==> config.mk <==
export PLATFORM = sky130hd
export DESIGN_NAME = nnfs_front
export DESIGN_NICKNAME = d
export VERILOG_FILES = /design/src/hw/rtl/nnfs_pkg.sv /design/src/hw/rtl/nnfs_front.sv
export SDC_FILE = /design/constraint.sdc
export NUM_CORES = 1
export LEC_CHECK = 0
export BUFFER_PORTS_ARGS = -buffer_cell sky130_fd_sc_hd__buf_2
export CELL_PAD_IN_SITES_DETAIL_PLACEMENT = 0
export CELL_PAD_IN_SITES_GLOBAL_PLACEMENT = 2
export CORE_MARGIN = 4
export CORE_UTILIZATION = 35
export CTS_BUF_LIST = sky130_fd_sc_hd__clkbuf_8
export CTS_CLUSTER_SIZE = 28
export DETAILED_ROUTE_END_ITERATION = 12
export PLACE_DENSITY = 0.88
export SETUP_SLACK_MARGIN = 0.15
export SYNTH_ARGS = -nofsm -noshare
export SYNTH_HDL_FRONTEND = slang
export SYNTH_SLANG_ARGS = --single-unit
export TNS_END_PERCENT = 100
==> constraint.sdc <==
create_clock -name i_clk -period 18.5 [get_ports i_clk]
set_input_delay 1.85 -clock i_clk [delete_from_list [all_inputs] [get_ports i_clk]]
set_output_delay 1.85 -clock i_clk [all_outputs]
set_load 0.01 [all_outputs]
==> src/hw/rtl/nnfs_pkg.sv <==
`timescale 1ns / 1ps
// ============================================================================
// nnfs_pkg
// Shared types and constants of the nearest-neighbor frame scaler.
// ============================================================================
package nnfs_pkg;

    // Configuration port
    localparam int CFG_IDX_W  = 3;
    localparam int CFG_DATA_W = 9;

    localparam logic [CFG_IDX_W-1:0] CFG_DEST_W   = 3'd0;
    localparam logic [CFG_IDX_W-1:0] CFG_DEST_H   = 3'd1;
    localparam logic [CFG_IDX_W-1:0] CFG_SRC_W    = 3'd2;
    localparam logic [CFG_IDX_W-1:0] CFG_SRC_H    = 3'd3;
    localparam logic [CFG_IDX_W-1:0] CFG_WINDOW_X = 3'd4;
    localparam logic [CFG_IDX_W-1:0] CFG_WINDOW_Y = 3'd5;

    // Field widths
    localparam int DIM_W   = 8;   // destination size, window offset, out coordinate
    localparam int SRC_W   = 9;   // source size
    localparam int SADDR_W = 15;  // store address port
    localparam int PIX_W   = 16;  // RGB565
    localparam int CLIP_W  = 11;  // window offset + size against screen size

    // Divider: (8-bit coordinate * 9-bit size) / 8-bit size
    localparam int NUM_W     = DIM_W + SRC_W;
    localparam int DEN_W     = DIM_W;
    localparam int QUO_W     = SRC_W;   // quotient always below the source size
    localparam int DIV_CNT_W = 5;

    // row * in_w + col stays below 511 * 511
    localparam int CALC_W = 2 * SRC_W;

    // Queue between front and back
    localparam int QUEUE_DEPTH = 2;
    localparam int QPTR_W      = 1;
    localparam int QCNT_W      = 2;

    typedef enum logic {
        OP_WRITE = 1'b0,
        OP_FETCH = 1'b1
    } t_op;

    typedef enum logic [1:0] {
        ST_OK      = 2'd0,
        ST_CLIP    = 2'd1,
        ST_BEYOND  = 2'd2,
        ST_INVALID = 2'd3
    } t_status;

    // One classified item as it travels from front to back
    typedef struct packed {
        t_op                 op;
        logic [SADDR_W-1:0]  store_addr;
        logic [PIX_W-1:0]    pixel_in;
        logic [DIM_W-1:0]    out_x;
        logic [DIM_W-1:0]    out_y;
        logic [DIM_W-1:0]    screen_x;
        logic [DIM_W-1:0]    screen_y;
        t_status             status;
        logic                scaling;
        logic [NUM_W-1:0]    num_row;
        logic [NUM_W-1:0]    num_col;
        logic [DEN_W-1:0]    den_row;
        logic [DEN_W-1:0]    den_col;
        logic [SRC_W-1:0]    in_w;
    } t_job;

endpackage

==> src/hw/rtl/nnfs_front.sv <==
`timescale 1ns / 1ps
// ============================================================================
// nnfs_front
// Configuration registers, input transfer and classification of each item.
// ============================================================================
module nnfs_front #(
    parameter int SCREEN_W = 240,
    parameter int SCREEN_H = 240
) (
    input  logic                             i_clk,
    input  logic                             i_rst_n,
    input  logic                             i_cfg_we,
    input  logic [nnfs_pkg::CFG_IDX_W-1:0]   i_cfg_index,
    input  logic [nnfs_pkg::CFG_DATA_W-1:0]  i_cfg_data,
    input  logic                             i_in_valid,
    input  logic                             i_op,
    input  logic [nnfs_pkg::SADDR_W-1:0]     i_store_addr,
    input  logic [nnfs_pkg::PIX_W-1:0]       i_pixel_in,
    input  logic [nnfs_pkg::DIM_W-1:0]       i_out_x,
    input  logic [nnfs_pkg::DIM_W-1:0]       i_out_y,
    input  logic                             i_full,
    output logic                             o_push,
    output nnfs_pkg::t_job                   o_job
);

    localparam logic [nnfs_pkg::CLIP_W-1:0] ScreenW = nnfs_pkg::CLIP_W'(SCREEN_W);
    localparam logic [nnfs_pkg::CLIP_W-1:0] ScreenH = nnfs_pkg::CLIP_W'(SCREEN_H);

    logic [nnfs_pkg::DIM_W-1:0] r_dest_w;
    logic [nnfs_pkg::DIM_W-1:0] r_dest_h;
    logic [nnfs_pkg::SRC_W-1:0] r_src_w;
    logic [nnfs_pkg::SRC_W-1:0] r_src_h;
    logic [nnfs_pkg::DIM_W-1:0] r_win_x;
    logic [nnfs_pkg::DIM_W-1:0] r_win_y;

    logic [nnfs_pkg::SRC_W-1:0]  in_w;
    logic [nnfs_pkg::SRC_W-1:0]  in_h;
    logic                        scaling;
    logic [nnfs_pkg::CLIP_W-1:0] sum_x;
    logic [nnfs_pkg::CLIP_W-1:0] sum_y;
    logic [nnfs_pkg::CLIP_W-1:0] room_x;
    logic [nnfs_pkg::CLIP_W-1:0] room_y;
    logic                        over_x;
    logic                        over_y;
    logic                        pos_x;
    logic                        pos_y;
    logic [nnfs_pkg::DIM_W-1:0]  draw_w;
    logic [nnfs_pkg::DIM_W-1:0]  draw_h;
    logic                        bad_dim;
    logic                        outside;
    nnfs_pkg::t_status           status;

    always_ff @(posedge i_clk) begin
        if (!i_rst_n) begin
            r_dest_w <= 8'd160;
            r_dest_h <= 8'd144;
            r_src_w  <= '0;
            r_src_h  <= '0;
            r_win_x  <= '0;
            r_win_y  <= '0;
        end else if (i_cfg_we) begin
            case (i_cfg_index)
                nnfs_pkg::CFG_DEST_W:   r_dest_w <= i_cfg_data[nnfs_pkg::DIM_W-1:0];
                nnfs_pkg::CFG_DEST_H:   r_dest_h <= i_cfg_data[nnfs_pkg::DIM_W-1:0];
                nnfs_pkg::CFG_SRC_W:    r_src_w  <= i_cfg_data;
                nnfs_pkg::CFG_SRC_H:    r_src_h  <= i_cfg_data;
                nnfs_pkg::CFG_WINDOW_X: r_win_x  <= i_cfg_data[nnfs_pkg::DIM_W-1:0];
                nnfs_pkg::CFG_WINDOW_Y: r_win_y  <= i_cfg_data[nnfs_pkg::DIM_W-1:0];
                default: ;
            endcase
        end
    end

    // Zero source size means same as destination
    assign in_w    = (r_src_w != '0) ? r_src_w : {1'b0, r_dest_w};
    assign in_h    = (r_src_h != '0) ? r_src_h : {1'b0, r_dest_h};
    assign scaling = (in_w != {1'b0, r_dest_w}) || (in_h != {1'b0, r_dest_h});

    // Clip window to screen; a clipped size is below the requested one
    assign sum_x  = nnfs_pkg::CLIP_W'(r_win_x) + nnfs_pkg::CLIP_W'(r_dest_w);
    assign sum_y  = nnfs_pkg::CLIP_W'(r_win_y) + nnfs_pkg::CLIP_W'(r_dest_h);
    assign room_x = ScreenW - nnfs_pkg::CLIP_W'(r_win_x);
    assign room_y = ScreenH - nnfs_pkg::CLIP_W'(r_win_y);
    assign over_x = sum_x > ScreenW;
    assign over_y = sum_y > ScreenH;
    assign pos_x  = !over_x || (nnfs_pkg::CLIP_W'(r_win_x) < ScreenW);
    assign pos_y  = !over_y || (nnfs_pkg::CLIP_W'(r_win_y) < ScreenH);
    assign draw_w = over_x ? room_x[nnfs_pkg::DIM_W-1:0] : r_dest_w;
    assign draw_h = over_y ? room_y[nnfs_pkg::DIM_W-1:0] : r_dest_h;

    assign bad_dim = (r_dest_w == '0) || (r_dest_h == '0) || !pos_x || !pos_y;
    assign outside = (i_out_x >= draw_w) || (i_out_y >= draw_h);

    always_comb begin
        if (bad_dim) begin
            status = nnfs_pkg::ST_INVALID;
        end else if (outside) begin
            status = nnfs_pkg::ST_CLIP;
        end else begin
            status = nnfs_pkg::ST_OK;
        end
    end

    assign o_push = i_in_valid && !i_full;

    always_comb begin
        o_job            = '0;
        o_job.op         = nnfs_pkg::t_op'(i_op);
        o_job.store_addr = i_store_addr;
        o_job.pixel_in   = i_pixel_in;
        o_job.out_x      = i_out_x;
        o_job.out_y      = i_out_y;
        o_job.screen_x   = r_win_x + i_out_x;
        o_job.screen_y   = r_win_y + i_out_y;
        o_job.status     = status;
        o_job.scaling    = scaling;
        o_job.num_row    = nnfs_pkg::NUM_W'(i_out_y) * nnfs_pkg::NUM_W'(in_h);
        o_job.num_col    = nnfs_pkg::NUM_W'(i_out_x) * nnfs_pkg::NUM_W'(in_w);
        o_job.den_row    = r_dest_h;
        o_job.den_col    = draw_w;
        o_job.in_w       = in_w;
    end

endmodule

==> Word level (Yosys, flattened, before mapping) <==
Index checks and enable logic that the tools add are counted.
{ "totals": {"register_bits": 50, "inputBits": 65, "output_inout_bits": 127, "elab_cells": 57} }
{ "classes": {"addsub": 6, "mul": 2, "magnitude_cmp": 6, "eq_ne": 7, "muxes": 6, "reduce_logical": 24} }
{ "ops": {"columns": ["cell", "count"], "rows": [
  ["multiplier 8 x 9 -> 17 bit", 2],
  ["adder 8 x 8 -> 9 bit", 2],
  ["greater-than comparator 9 x 8 -> 1 bit, second input constant", 2],
  ["2-to-1 mux 9 bit", 2],
  ["!= test 9 x 8 -> 1 bit", 2],
  ["nonzero test 9 bit", 2],
  ["adder 8 bit", 2],
  ["greater-or-equal comparator 8 bit", 2],
  ["logical NOT 8 bit", 2],
  ["less-than comparator 8 bit, second input constant", 2],
  ["2-to-1 mux 8 bit", 2],
  ["subtractor 8 bit, first input constant", 2],
  ["AND reduction 2 bit", 6],
  ["logical OR 1 bit", 7],
  ["equality test 3 x 2 -> 1 bit, second input constant", 2],
  ["equality test 3 bit, second input constant", 2],
  ["logical NOT 1 bit", 5],
  ["equality test 3 x 1 -> 1 bit, second input constant", 1],
  ["logical NOT 3 bit", 1],
  ["2-to-1 mux 2 bit", 1],
  ["logical AND 1 bit", 1],
  ["2-to-1 mux 1 bit", 1]
]} }

==> Longest topological paths before layout <==
{ "depth": {"depth_word": 8, "mapped_depth": 20, "depth_no_buf": 20} }

==> Worst setup path after synthesis <==
OpenSTA, ideal clock, no wires.
{ "synth_path": {"path_kind": "input to output", "start": "input i_out_y[7] (netlist name)", "end": "output o_job[58] (netlist name)", "arrival_ns": 6.195, "required_time_ns": 16.650, "setup_slack_ns": 10.455, "cell_stages": 15, "path_cell_list": "clkbuf_1 nor2b_1 fa_1 fa_1 fa_1 inv_1 fa_1 inv_1 ha_1 and4_1 and2_1 a31o_2 o41ai_1 nor2_1 a211oi_1"} }
{ "synth_rtl": {"columns": ["element", "line", "text"], "rows": [
  ["start, declared", "nnfs_front.sv:20", "input logic [nnfs_pkg::DIM_W-1:0] i_out_y,"],
  ["end, declared", "nnfs_front.sv:23", "output nnfs_pkg::t_job o_job"]
]} }

==> impl_metrics.env <==
export IMPL_clk_path_buf_depth=2
export IMPL_switching_power_uw=204
export IMPL_whs_ps=518
export IMPL_layout_cell_area_non_filler_sq_um=10000
export IMPL_layout_cells_most_common_list="142 x sky130_fd_sc_hd__inv_1, 135 x sky130_fd_sc_hd__nand2_1, 127 x sky130_fd_sc_hd__buf_2"
export IMPL_grt_first_pass_wirelength_microns=40500
export IMPL_dominant_combinational_cell_family_by_area_after_synthesis="adder cells"
export IMPL_floorplan_die_area_sq_um=29400
export IMPL_wire_per_inst_microns=15.8
export IMPL_worst_max_slew_pin_slew_ps=864
export IMPL_sink_count=50
export IMPL_via_count_of_the_first_global_routing_pass=7787
export IMPL_cp_cell_sequence="or4_4 -> nor4_4 -> a21oi_1 -> nor2b_1 -> fa_1 -> fa_1 -> fa_1 -> inv_1 -> fa_1 -> inv_1 -> ha_1 -> and4_1 -> and2_1 -> a31o_2 -> o41ai_1 -> nor2_1 -> a211oi_1 -> buf_2"
export IMPL_tritoncts_clock_tree="built"
export IMPL_totalWireLength_microns=24400
export IMPL_setup_ws_ps=10070
export IMPL_detailroute_via_count=7616
export IMPL_synthDominantCellAreaShare_pct=18.9
export IMPL_antennaDiodeCount=0
export IMPL_port_buffers=127
export IMPL_gp_congestion=0.846
export IMPL_grt_max_degree=51
export IMPL_grt_setup_unrepaired="no"
export IMPL_critPathSlowestCell="sky130_fd_sc_hd__or4_4"
export IMPL_layoutNonFillerInstCount=1542
export IMPL_flow_area_growth_from_synthesis_pct=7.33
export IMPL_synthCells=1140
export IMPL_critical_path_arrival_ps=6580
export IMPL_synth_compound_area_share_pct=15.0
export IMPL_placed_area_sq_um=9940
export IMPL_critPathCaptureType="output pin"
export IMPL_power_share_switching_pct=44.0
export IMPL_post_syn_nets=1415
export IMPL_synthMuxAreaShare_pct=1.21
export IMPL_avgSynthCellArea_sq_um=8.19
export IMPL_power_frac_comb_pct=62.4
export IMPL_critical_path_top_cell_by_count="sky130_fd_sc_hd__fa_1"
export IMPL_final_min_period_over_clock_period_pct=45.6
export IMPL_synth_top_cell_by_area="sky130_fd_sc_hd__fa_1"
export IMPL_power_share_sequential_pct=25.0
export IMPL_gr_total_overflow=0
export IMPL_vias_per_cell=4.94
export IMPL_pin_count=192
export IMPL_number_of_hold_violations_in_the_final_report=0
export IMPL_synth_seq_area_share_pct=10.7
export IMPL_worst_path_largest_cell_delay_ps=620
export IMPL_cp_top_family="adder cells"
export IMPL_cts_root_buf="sky130_fd_sc_hd__clkbuf_8"
export IMPL_cts_repair_timing_setup_buffer_count=0
export IMPL_total_power_uw=463
export IMPL_cts_buf_count=5
export IMPL_placement_setup_worst_slack_ps=10120
export IMPL_critical_path_n_buffers_inverters=3
export IMPL_finalClockSkew_ps=0
export IMPL_detail_route_drc_violations=0
export IMPL_ys_dominant_reg_cell="sky130_fd_sc_hd__dfxtp_1"
export IMPL_initial_core_util_pct=35.7
export IMPL_synth_top_cells_by_area="sky130_fd_sc_hd__fa_1 19%, sky130_fd_sc_hd__ha_1 16%, sky130_fd_sc_hd__dfxtp_1 11%"
export IMPL_initial_antenna_violation_count=0
export IMPL_ys_async_sr_fraction_pct=0
export IMPL_seq_area_sq_um=1000
export IMPL_floorplan_die_height_microns=171
export IMPL_yosys_cell_types_count=64
export IMPL_place_hpwl_microns=20400
export IMPL_timing_critical_path_required_ps=16650
export IMPL_drtPass1Iterations=5
export IMPL_power_internal_uw=259
export IMPL_clk_latency_ps=290
export IMPL_postLayoutCoreUtil_pct=38.3
export IMPL_clk_transition_reported_paths_ps=80
export IMPL_nFillCells=2798
export IMPL_critical_path_peak_fanout=11
export IMPL_fin_tns_setup_ps=0
export IMPL_synth_enable_flop_cells=0
export IMPL_synth_cell_area_sq_um=9340
export IMPL_layout_commonest_cell="sky130_fd_sc_hd__inv_1"
export IMPL_timing_final_crit_period_ps=8430
export IMPL_synth_seq_cells=50
export IMPL_leakage_power_nw=4.83
export IMPL_setup_viol=0
export IMPL_post_cts_resized_instances=0
export IMPL_yosys_warnings=0
export IMPL_antenna_violating_nets_post_route=0
export IMPL_fmax_mhz=119
export IMPL_htree_levels=2
export IMPL_maxCapViolCount=0
export IMPL_cp_start_kind="register"
export IMPL_place_detailed_instances=1535
export IMPL_power_ir_vdd_worst_mv=0.0272
export IMPL_finalNetCount=1482
export IMPL_worstSetupPathType="register to output pin"
export IMPL_placement_rows=59
export IMPL_core_area_sq_um=26100
export IMPL_die_width_microns=171
export IMPL_cts_hold_fix_buffers=0
export IMPL_p_clk_share_pct=12.6
export IMPL_slew_violations=0
export IMPL_post_synth_fa_ha_maj_area_fraction_pct=35.2
export IMPL_synth_xor_xnor_area_share_pct=4.97
export IMPL_globalRouteTotalUtil_pct=16.7
export IMPL_hold_path_class="register to register"
export IMPL_synth_simple_gate_area_share_pct=22.2
export IMPL_max_slew_margin_rel_pct=41.9
export IMPL_total_area_of_multi_input_combinational_cells_sq_um=7330
export IMPL_drt_iter0_drc=377
export IMPL_final_layout_size_suffix_gt1_share_pct=12.9
export IMPL_power_per_cell_area_nw_per_um2=46.2
export IMPL_outcome="finished, final reports clean"
-- Yosys cell counts (10+ instances only) --
library cell and number:
sky130_fd_sc_hd__and2_1 44, sky130_fd_sc_hd__clkbuf_1 16, sky130_fd_sc_hd__inv_1 140, sky130_fd_sc_hd__a21o_1 11, sky130_fd_sc_hd__o21a_1 10, sky130_fd_sc_hd__nor3_1 18
sky130_fd_sc_hd__nand3_1 18, sky130_fd_sc_hd__nor2_1 62, sky130_fd_sc_hd__ha_1 122, sky130_fd_sc_hd__a21oi_1 33, sky130_fd_sc_hd__dfxtp_1 50, sky130_fd_sc_hd__nor2b_1 73
sky130_fd_sc_hd__buf_4 50, sky130_fd_sc_hd__a21boi_0 53, sky130_fd_sc_hd__xnor2_1 36, sky130_fd_sc_hd__xor2_1 17, sky130_fd_sc_hd__fa_1 88, sky130_fd_sc_hd__o21ai_0 22
sky130_fd_sc_hd__nand2_1 135, sky130_fd_sc_hd__nand2b_1 14
-- worst min-delay path: cells and delay by family, from the launching register on --
family	cells	cell delay, ps
DFF	1	340
AOI/OAI and AO/OA	1	70
and+or+nand+nor	1	60
-- final timing paths --
path | startpoint | to | slack, ps | depth (start not counted)
max | r_src_h[8] | o_job[58] | 10070 | 18
min | r_src_h[7] | r_src_h[7] | 520 | 2
max reg2reg | r_src_w[8] | r_src_w[8] | 17520 | 2
min reg2reg | r_src_h[7] | r_src_h[7] | 520 | 2
-- routing by layer --
layer / share of wire [%] / GRT usage (%)
met4: 1.4 / 3.03
met5: 0 / 0
met2: 47 / 28.1
met3: 2.4 / 1.20
met1: 50 / 23.8
-- sequential cells by signal (all words and copies together), names as in the netlist --
name      cells
r_win_y       8
r_dest_w      8
r_src_w       9
r_dest_h      8
r_src_h       9
r_win_x       8
-- power by group through the flow --
| stage | logic, mW | registers [mW] | clock network, mW |
|---|---|---|---|
| floorplan | 0.216 | 0.116 | 0 |
| global placement | 0.292 | 0.118 | 0 |
| detailed placement | 0.293 | 0.118 | 0 |
| CTS | 0.295 | 0.116 | 0.0601 |
| global route | 0.334 | 0.116 | 0.0629 |
| finish | 0.289 | 0.116 | 0.0584 |
-- area by class of cell --
class	instances	area share [%]
Multi-Input combinational cell	874	73.1
Sequential cell	50	9.99
Timing Repair Buffer	127	6.34
Inverter	149	5.58
Tap cell	335	4.18
Clock buffer	5	0.687
Clock inverter	2	0.0749
-- logic make-up after synthesis --
kind of cell / count (synthesis)
simple gates: 406
buf+inv: 216
fa+ha+maj: 210
compound gates: 194
xor+xnor: 53
flops: 50
mux: 11
(Power assumes the default switching activity.)
