--- src/hw/rtl/nnfs_pkg.sv ---
`timescale 1ns / 1ps
// ============================================================================
// nnfs_pkg
// Shared types and constants of the nearest-neighbor frame scaler.
// ============================================================================
package nnfs_pkg;

    // Configuration port
    localparam int CFG_IDX_W  = 3;
    localparam int CFG_DATA_W = 9;

    localparam logic [CFG_IDX_W-1:0] CFG_DEST_W   = 3'd0;
    localparam logic [CFG_IDX_W-1:0] CFG_DEST_H   = 3'd1;
    localparam logic [CFG_IDX_W-1:0] CFG_SRC_W    = 3'd2;
    localparam logic [CFG_IDX_W-1:0] CFG_SRC_H    = 3'd3;
    localparam logic [CFG_IDX_W-1:0] CFG_WINDOW_X = 3'd4;
    localparam logic [CFG_IDX_W-1:0] CFG_WINDOW_Y = 3'd5;

    // Field widths
    localparam int DIM_W   = 8;   // destination size, window offset, out coordinate
    localparam int SRC_W   = 9;   // source size
    localparam int SADDR_W = 15;  // store address port
    localparam int PIX_W   = 16;  // RGB565
    localparam int CLIP_W  = 11;  // window offset + size against screen size

    // Divider: (8-bit coordinate * 9-bit size) / 8-bit size
    localparam int NUM_W     = DIM_W + SRC_W;
    localparam int DEN_W     = DIM_W;
    localparam int QUO_W     = SRC_W;   // quotient always below the source size
    localparam int DIV_CNT_W = 5;

    // row * in_w + col stays below 511 * 511
    localparam int CALC_W = 2 * SRC_W;

    // Queue between front and back
    localparam int QUEUE_DEPTH = 2;
    localparam int QPTR_W      = 1;
    localparam int QCNT_W      = 2;

    typedef enum logic {
        OP_WRITE = 1'b0,
        OP_FETCH = 1'b1
    } t_op;

    typedef enum logic [1:0] {
        ST_OK      = 2'd0,
        ST_CLIP    = 2'd1,
        ST_BEYOND  = 2'd2,
        ST_INVALID = 2'd3
    } t_status;

    // One classified item as it travels from front to back
    typedef struct packed {
        t_op                 op;
        logic [SADDR_W-1:0]  store_addr;
        logic [PIX_W-1:0]    pixel_in;
        logic [DIM_W-1:0]    out_x;
        logic [DIM_W-1:0]    out_y;
        logic [DIM_W-1:0]    screen_x;
        logic [DIM_W-1:0]    screen_y;
        t_status             status;
        logic                scaling;
        logic [NUM_W-1:0]    num_row;
        logic [NUM_W-1:0]    num_col;
        logic [DEN_W-1:0]    den_row;
        logic [DEN_W-1:0]    den_col;
        logic [SRC_W-1:0]    in_w;
    } t_job;

endpackage

--- src/hw/rtl/nnfs_queue.sv ---
`timescale 1ns / 1ps
// ============================================================================
// nnfs_queue
// Short FIFO of classified jobs between front and back.
// ============================================================================
module nnfs_queue (
    input  logic            i_clk,
    input  logic            i_rst_n,
    input  logic            i_push,
    input  nnfs_pkg::t_job  i_job,
    input  logic            i_pop,
    output logic            o_full,
    output logic            o_valid,
    output nnfs_pkg::t_job  o_job
);

    nnfs_pkg::t_job                r_slot [nnfs_pkg::QUEUE_DEPTH];
    logic [nnfs_pkg::QPTR_W-1:0]   r_wr_ptr;
    logic [nnfs_pkg::QPTR_W-1:0]   r_rd_ptr;
    logic [nnfs_pkg::QCNT_W-1:0]   r_count;

    assign o_full  = r_count == nnfs_pkg::QCNT_W'(nnfs_pkg::QUEUE_DEPTH);
    assign o_valid = r_count != '0;
    assign o_job   = r_slot[r_rd_ptr];

    always_ff @(posedge i_clk) begin
        if (!i_rst_n) begin
            r_wr_ptr <= '0;
            r_rd_ptr <= '0;
            r_count  <= '0;
        end else begin
            if (i_push) begin
                r_wr_ptr <= r_wr_ptr + 1'b1;
            end
            if (i_pop) begin
                r_rd_ptr <= r_rd_ptr + 1'b1;
            end
            if (i_push && !i_pop) begin
                r_count <= r_count + 1'b1;
            end else if (!i_push && i_pop) begin
                r_count <= r_count - 1'b1;
            end
        end
    end

    always_ff @(posedge i_clk) begin
        if (i_push) begin
            r_slot[r_wr_ptr] <= i_job;
        end
    end

endmodule

--- config.mk ---
export PLATFORM = sky130hd
export DESIGN_NAME = nnfs_queue
export DESIGN_NICKNAME = d
export VERILOG_FILES = /design/src/hw/rtl/nnfs_pkg.sv /design/src/hw/rtl/nnfs_queue.sv
export SDC_FILE = /design/constraint.sdc
export NUM_CORES = 1
export LEC_CHECK = 0
export ABC_AREA = 1
export BUFFER_PORTS_ARGS = -buffer_cell sky130_fd_sc_hd__buf_4
export CAP_MARGIN = 20
export CORE_ASPECT_RATIO = 1.25
export CORE_MARGIN = 2
export CORE_UTILIZATION = 56
export DETAILED_ROUTE_END_ITERATION = 12
export GPL_TIMING_DRIVEN = 0
export PLACE_DENSITY = 0.83
export SYNTH_ARGS = -nofsm -noshare
export SYNTH_HDL_FRONTEND = slang
export SYNTH_SLANG_ARGS = --single-unit
--- constraint.sdc ---
create_clock -name i_clk -period 15.3 [get_ports i_clk]
set_input_delay 2.295 -clock i_clk [delete_from_list [all_inputs] [get_ports i_clk]]
set_output_delay 2.295 -clock i_clk [all_outputs]
set_load 0.1 [all_outputs]
* After elaboration in Yosys (flattened, before gate mapping) *
Memory sizes are Yosys's and may differ from the RTL's. A register that Yosys moved wholly into a read port is not among the register bits.
Cells that the tools add are included.
Widths: inputs -> output; s select.

storage, ports and cells
  register bits after elaboration = 4
  RAM bits = 252
  bits of input ports = 130
  output and inout bits = 128
  word-level logic and storage cells = 21
  memories = 1

memory list
  memory  words  bits a word  read ports  clocked after memory_dff  write ports  line              source
  r_slot  2      126          1           1                         1            nnfs_queue.sv:17  nnfs_pkg::t_job r_slot [nnfs_pkg::QUEUE_DEPTH];

operators by class
  add/sub/neg operators = 4
  equal/unequal tests = 1
  multiplexer cells = 6
  reduce and logical (&&, ||, !) cells = 6

operators by type and width
  cell                 number
  $mux 1               4
  $mux 2               2
  $reduce_bool 2->1    2
  $add 1x1->1 const B  2
  $add 2x1->2 const B  1
  $eq 2x2->1 const B   1
  $logic_and 1x1->1    2
  $logic_not 1->1      2
  $sub 2x1->2 const B  1

* Logic depth before layout (Yosys ltp) *
Gate-level depths: netlist of run 1.

  depth after elaboration = 4
  mapped depth = 8
  mapped depth without buffers = 8

* Worst setup path before layout of run 1 *
No wires, ideal clock.

  path type = input to register
  from = input port i_push
  to = memory r_slot[0][0] (netlist bit), enable pin
  library setup time = 616 ps
  data arrival time = 7605 ps
  required time = 14684 ps
  setup slack = 7078 ps
  stages on the path = 2
  path buffers = 0
  path through = inv_1 > nor2_1

between the ends
  cells in the longest elaborated chain, start to end = 2

ends and longest elaborated chain
  item                          line              source
  from (decl)                   nnfs_queue.sv:9   input logic i_push,
  $mux 1                        nnfs_queue.sv:47  if (i_push) begin
  $mux 1 (not written as such)  nnfs_queue.sv:48  r_slot[r_wr_ptr] <= i_job;
  to (decl)                     nnfs_queue.sv:17

Every way passes these cells.

==> results of run 1 <==
state kept, by name (all words and copies together), names as in the netlist, named ones only:
name	cells
r_rd_ptr	1
r_slot	252
r_count	2
r_wr_ptr	1
metrics by stage:
stage | hold slack [ps] | util [%]
6_report | 507 | 74.9
5_1_grt | 560 | 74.9
4_1_cts | 508 | 74.9
3_5_place_dp | 495 | 70.6
3_3_place_gp | 477 | 69.9
2_1_floorplan | 463 | -
report_power, final:
group	switching, uW	internal [uW]	total (uW)	leakage [uW]
clock network	234	298	532	0.000339
registers	9.44	815	825	0.00241
logic	293	102	395	0.00208
worst min-delay path by stage:
stage	from	to	slack, ps	depth (start not counted)
finish	r_rd_ptr$_SDFFE_PN0P_	register	510	2
global route	r_rd_ptr$_SDFFE_PN0P_	register	560	2
CTS	r_rd_ptr$_SDFFE_PN0P_	register	510	2
detailed placement	r_rd_ptr$_SDFFE_PN0P_	register	490	2
global placement	r_rd_ptr$_SDFFE_PN0P_	r_rd_ptr$_SDFFE_PN0P_	480	2
floorplan	r_rd_ptr$_SDFFE_PN0P_	register	460	2
metal layers:
layer  vias up  GRT usage (%)  part of all wire, %
met4         0           5.47                  2.1
met3        33           6.12                  8.8
met5         -              0                    0
met2       224           37.5                   54
met1      2433           22.6                   35
li1       2262              -                    -
cell usage in the layout, fill, tap and decap left out:
cell,Yosys,layout
mux2_2,86,86
buf_2,8,8
clkinvlp_4,0,1
inv_6,0,1
edfxtp_1,252,252
nand4_1,1,1
clkbuf_1,0,6
clkinv_4,0,1
nor2_4,0,1
inv_1,8,7
mux2_4,40,40
a21oi_1,1,1
clkinv_1,0,10
clkinv_2,0,1
o21ai_0,1,1
clkbuf_16,0,25
nand3_1,1,1
ha_1,1,1
dfxtp_1,5,5
nand2_1,9,9
buf_12,0,3
buf_4,0,257
buf_6,6,6
buf_16,0,2
nor2_1,8,7
cells by family (layout without fill, tap and decap cells):
kind of cell,count (synthesis),count (layout),synth area share (%)
fa+ha+maj,1,1,0.132
flops,257,257,81.0
buf+inv,22,328,1.45
simple gates,19,19,0.793
mux,126,126,16.6
compound gates,2,2,0.106
worst max-delay path, cell delays in order, from the launching register on:
cell	delay, ps
dfxtp_1	320
buf_6	140
buf_6	180
buf_6	210
mux2_4	320
buf_4	240
cell type report:
class                   count  share of cell area [%]
flip-flops and latches    257                    61.3
multi-input cells         148                    13.4
clock buffers              31                    5.18
well taps                 220                    2.20
inverters                   8                   0.280
clock inverters            13                   0.470
plain buffers              14                   0.860
repair buffers            262                    16.3
==> flow_summary.toml, run 1 <==
[outcome]
outcome = "completed"

[placement]
dpl-instance-area_sq_mm = 0.0118
dp_hpwl_microns = 12900
post-place-ws_ps = 11380
gp_congestion = 0.702
portBuffers = 257
place_inst = 909

[die]
die_area_sq_mm = 0.0180
start_util_pct = 56.7
num_rows = 53
die_w_microns = 120
io_pins = 258
die_h_microns = 149
core_sq_mm = 0.0167

[clocking]
cts_buffers = 25
numClockSinks = 257
post_cts_buffers = 0
ctsResizeCount = 0
clockRootBuffer = "clkbuf_16"
cts_hold_buf = 0
clock_path_buffers = 3
worstSkewPairLatency_ps = 500
cts_tree = "yes"
htreeDepth = 1
clkTransAtPathRegs_ps = 60

[timing]
hold_violations = 0
rsz0062_at_grt = "false"
period_minus_slack_ps = 4230
fin_crit_sh_pct = 27.6
skew_ps = 11.9
postLayoutSetupSlackWorst_ps = 11070
fmaxAchievable_mhz = 236
timing.setup.tns_ps = 0
tightest_slew_ps = 521
slew_headroom_pct = 65.2
final-max-slew-violation-count = 0
finalSetupViolations = 0

[critical_path]
timing.rr.end = "r_slot[0][68]$_DFFE_PP_"
crit_arrival_ps = 1930
r2r_start = "r_wr_ptr$_SDFFE_PN0P_"
cp.required_ps = 13010
endpoint_kind = "primary output"
cp-start-kind = "register"
r2r_cells = 4
rrSetupSlack_ps = 13490
critPathMaxFanout = 10
path_class = "reg -> out"
crit_path_end = "o_job[88]"

[synthesis]
ys_types = 14
yosysMostFrequentCell = "edfxtp_1"
ys_async_sr_fraction_pct = 0
synthTopCellsByArea = "edfxtp_1 (80%), mux2_2 (10%), mux2_4 (6.3%)"
synth_top_area_cell = "edfxtp_1"
synth_top_area_share_pct = 79.9
synth_edf_count = 252
ys_ff_latch = 257
syn_area_sq_mm = 0.00947
yosys_warnings = 0
synth-main-ff-cell = "edfxtp_1"
synthCells = 427
syn-num-nets = 558
avgSynthCellArea_sq_um = 22.2
yosys-top-cells-count = "edfxtp_1 (252), mux2_2 (86), mux2_4 (40)"
yosysSeqAreaShare_pct = 81.0

[finish]
instances_no_fill = 953
drive_gt1_share_pct = 58.9
multi_input_area_sq_mm = 0.00167
fillCellCount = 1003
area_growth_pct = 32.1
antenna_cells = 0
final_area_sq_mm = 0.0125
fin_nets = 847
regArea_sq_mm = 0.00767

[drt]
ant_nets = 0
dr_total_vias = 4952
drc_errors = 0
wl_per_cell_microns = 19.9
initialDrtViolationCount = 328
first_pass_iters = 4
drt_wl_total_microns = 18900
viasPerCell = 5.20

[power]
power_density_mw_per_mm2 = 140
power.total_uw = 1750
p_leak_uw = 0.00482
peakVddDrop_uv = 134

[global_route]
grt.total_usage_pct = 20.2
overflow = 0
grt_max_degree = 80
grt_pass1_wl_microns = 27700
grt_pass1_vias = 5220
antenna_found_initial = 0

[hold_path]
hold_class = "reg -> reg"

[run]
cap_violations = 0
No activity file was read; power rests on OpenSTA's default activity.
==> run 2, diff against run 1 <==
- CORE_UTILIZATION: 56 -> 47
- PLACE_DENSITY: 0.83 -> 0.75
- clock period: 15.3 -> 3.69 ns (I/O delays scaled with it)
==> flow_summary.toml, run 2 (same netlist as run 1, synthesis figures left out) <==
[drt]
dr_total_vias = 4855
viasPerCell = 4.85
drt_wl_total_microns = 18100
drc_errors = 0
initialDrtViolationCount = 293
first_pass_iters = 4
wl_per_cell_microns = 18.1
ant_nets = 0

[hold_path]
hold_depth = 1
holdPathEnd = "r_slot[0][7]$_DFFE_PP_"
hold_class = "in -> reg"
hp-start = "i_job[7]"

[die]
die_h_microns = 163
die_area_sq_mm = 0.0213
io_pins = 258
core_sq_mm = 0.0200
die_w_microns = 131
start_util_pct = 47.5
num_rows = 58

[clocking]
worstSkewPairLatency_ps = 500
cts_buffers = 25
cts_hold_buf = 0
clock_path_buffers = 3
ctsResizeCount = 0
numClockSinks = 257
cts_tree = "yes"
clockRootBuffer = "clkbuf_16"
clkTransAtPathRegs_ps = 60
htreeDepth = 1
post_cts_buffers = 0

[timing]
rsz0062_at_grt = "false"
skew_ps = 9.43
final-max-slew-violation-count = 0
fmaxAchievable_mhz = 403
period_minus_slack_ps = 2480
tightest_slew_ps = 812
fin_crit_sh_pct = 67.2
finalSetupViolations = 0
hold_violations = 0
slew_headroom_pct = 45.7

[critical_path]
crit_slowest_cell = "mux2_2"
cp.required_ps = 3140
crit_arrival_ps = 1930
cp-start-kind = "register"
r2r_start = "r_wr_ptr$_SDFFE_PN0P_"
timing.rr.end = "r_slot[0][110]$_DFFE_PP_"
path_class = "reg -> out"
r2r_cells = 3
slowest_delay_ps = 380
endpoint_kind = "primary output"
critPathMaxFanout = 10
path_cells = "buf_6, buf_2, mux2_2, buf_4"
rrSetupSlack_ps = 1850

[finish]
top_register = "r_slot"
final_cell_mix = "buf_4 (257), edfxtp_1 (252), mux2_2 (86)"
area_growth_pct = 33.1
reg.largest.list = "r_slot x252, r_count x2"
fin_nets = 847
drive_gt1_share_pct = 60.0
antenna_cells = 0
largest_reg_flops = 252
final_area_sq_mm = 0.0126
layout_commonest_cell = "buf_4"

[global_route]
antenna_found_initial = 0
grt_pass1_vias = 5230
overflow = 0
grt_max_degree = 71
grt.total_usage_pct = 16.1
grt_pass1_wl_microns = 26400

[placement]
gp_congestion = 0.689
dpl-instance-area_sq_mm = 0.0119
portBuffers = 257
dp_hpwl_microns = 12500

[power]
peakVddDrop_uv = 494
p_leak_uw = 0.00485
power_density_mw_per_mm2 = 580
power.total_uw = 7320

[run]
cap_violations = 0

[outcome]
outcome = "completed"
==> run 2: cell types whose count changed in the layout (fill, tap and decap cells not counted), sizes merged <==
cell / before / now
clkbuf: 31 / 33
clkinv: 12 / 9
==> run 2: power breakdown <==
part           internal (uW)  leakage, uW  switching (uW)  total (uW)
Combinational            425      0.00208            1210        1630
Clock                   1300     0.000364             971        2270
Sequential              3380      0.00241            36.2        3420
Total                   5100      0.00485            2220        7320
==> run 2: metal layers <==
layer	share of wire, %	vias to the layer above	track usage, %	wire (microns)
li1	-	2257	-	-
met1	36	2375	17.2	6480
met2	53	186	29.3	9650
met3	8.5	37	5.42	1540
met4	2.3	0	5.22	416
met5	0	-	0	0
==> run 2: worst max path at each step <==
stage	to	start
2_1_floorplan	r_slot[1][0]$_DFFE_PP_	i_push
3_3_place_gp	r_slot[1][110]$_DFFE_PP_	i_push
3_5_place_dp	r_slot[0][110]$_DFFE_PP_	i_push
4_1_cts	o_job[52]	register
5_1_grt	o_job[48]	register
6_report	o_job[52]	register
==> run 2: area by class of cell <==
type	instances	area, sq um
sequential	257	7670
clock inverter	10	48.8
clock buffer	33	686
timing repair buffer	262	2050
tap	270	338
inverter	8	35.0
fill	1410	7350
multi-input combinational	148	1670
buffer	14	108
==> run 2: metrics by stage <==
stage               util [%]  TNS, ps  setup slack, ps  hold WS (ps)  instances
floorplan                  -        0              146           463        427
global placement        58.9  -156120            -1120           475        954
detailed placement      59.5        0             1470           529        959
CTS                     63.2        0             1140           209       1002
global route            63.2        0             1110           206       1002
finish                  63.2        0             1210           233       1002
==> run 2: critical path: cells and delay by family (launching register included) <==
| family | cells | cell delay [ps] |
|---|---|---|
| buffers and inverters | 3 | 720 |
| multiplexers | 1 | 380 |
| flip-flops | 1 | 320 |
==> run 3, diff against run 2 <==
- clock period: 3.69 -> 2.1 ns (I/O delays scaled with it)
==> flow_summary.toml, run 3 (same netlist as run 1, synthesis figures left out) <==
[timing]
timing.setup.tns_ps = -202
finalSetupViolations = 31
fin_crit_sh_pct = 101
slew_headroom_pct = 50.8
postLayoutSetupSlackWorst_ps = -19.7
hold_violations = 0
period_minus_slack_ps = 2120
tightest_slew_ps = 737
rsz0062_at_grt = "true"
skew_ps = 11.5
final-max-slew-violation-count = 0
hold_ws_ps = 60.4
fmaxAchievable_mhz = 472

[outcome]
violations = "setup timing"
outcome = "finished, violations left"

[critical_path]
cp.required_ps = 1780
crit_arrival_ps = 1800
path_cells = "buf_8, buf_12, buf_12, mux2_4, buf_12"
critPathMaxFanout = 10
cp_num_buf_inv = 4
slowest_delay_ps = 370
cp_top_family = "buffers and inverters"
crit_top_cell = "buf_12"
cp-start-kind = "register"
endpoint_kind = "primary output"
path_class = "reg -> out"
crit_slowest_cell = "dfxtp_4"
r2r_start = "r_wr_ptr$_SDFFE_PN0P_"

[drt]
first_pass_iters = 4
viasPerCell = 4.87
drt_wl_total_microns = 23800
drc_errors = 0
initialDrtViolationCount = 376
ant_nets = 0
wl_per_cell_microns = 20.8
dr_total_vias = 5567

[finish]
final_cell_mix = "edfxtp_1 (252), buf_4 (131), dlygate4sd3_1 (126)"
largest_reg_flops = 252
layout_commonest_cell = "edfxtp_1"
reg.largest.list = "r_slot x252, r_count x2"
final_area_sq_mm = 0.0157
drive_gt1_share_pct = 52.0
area_growth_pct = 65.2
top_register = "r_slot"
fin_nets = 983
instances_no_fill = 1142

[placement]
place_inst = 961
post-place-ws_ps = 177
gp_congestion = 0.696
portBuffers = 257
dpl-instance-area_sq_mm = 0.0119
dp_hpwl_microns = 12400

[clocking]
numClockSinks = 257
clock_path_buffers = 3
clkTransAtPathRegs_ps = 60
cts_buffers = 24
clockRootBuffer = "clkbuf_16"
htreeDepth = 1
worstSkewPairLatency_ps = 510
cts_tree = "yes"

[die]
core_sq_mm = 0.0200
die_w_microns = 131
die_h_microns = 163
num_rows = 58
start_util_pct = 47.5
die_area_sq_mm = 0.0213
io_pins = 258

[power]
peakVddDrop_uv = 928
power_density_mw_per_mm2 = 901
p_leak_uw = 0.00612

[global_route]
grt_max_degree = 42
antenna_found_initial = 2
grt_pass1_vias = 6114
grt_pass1_wl_microns = 32900
overflow = 0
grt.total_usage_pct = 20.5

[hold_path]
hold_class = "in -> reg"
hp-start = "i_rst_n"

[run]
cap_violations = 0
## run 3: cell count changes in the layout (fill, tap and decap cells not counted), sizes merged
| cell | delta |
|---|---|
| clkinv | -4 |
| bufbuf | +1 |
| clkbuf | +6 |
| buf | +5 |
| dlygate4sd3 | +126 |
| diode | +2 |
| bufinv | +2 |
| clkinvlp | +2 |
## run 3: layer usage
metal	wire, microns	track usage [%]	vias up
met5	0	0	-
met4	535	5.22	0
met3	1550	5.22	42
met2	13100	38.6	212
met1	8630	22.6	2783
li1	-	-	2530
## run 3: layout make-up
class	instances	area, sq um
antenna	2	5.00
sequential	257	7670
fill	985	4310
timing repair buffer	400	4750
inverter	8	46.3
tap	270	338
clock inverter	10	106
multi-input combinational	148	1830
clock buffer	34	659
buffer	13	235
## run 3: power breakdown
part / internal (uW) / total [uW] / switching [uW]
combinational: 1460 / 3810 / 2340
clock: 2450 / 4270 / 1820
sequential: 5940 / 6020 / 83.2
## run 3: worst min-delay path: stages
cell and delay [ps]:
buf_4 130, nand2_1 60, nor2_1 30
## run 3: metrics by stage
stage	utilization (%)	power, uW
6_report	78.4	14100
5_1_grt	78.4	14500
4_1_cts	76.4	13900
3_5_place_dp	59.7	9000
3_3_place_gp	59.0	8930
2_1_floorplan	-	8290
## run 3: final timing paths
path                                   to  slack, ps  cells past startpoint
setup reg to reg  r_slot[1][77]$_DFFE_PP_        330                      3
setup / recovery                o_job[35]        -20                      5
hold / removal      r_wr_ptr$_SDFFE_PN0P_         60                      3
hold reg to reg                  register        510                      2
## run 3: timing repair
| item | CTS | global route |
|---|---|---|
| endpoints found under the setup margin | 121 | 107 |
| cloned | 3 | 5 |
| endpoints found under the hold margin | 252 | 0 |
| resized for setup | 303 | 74 |
| hold buffers | 126 | 0 |
| setup buffers | 2 | 0 |
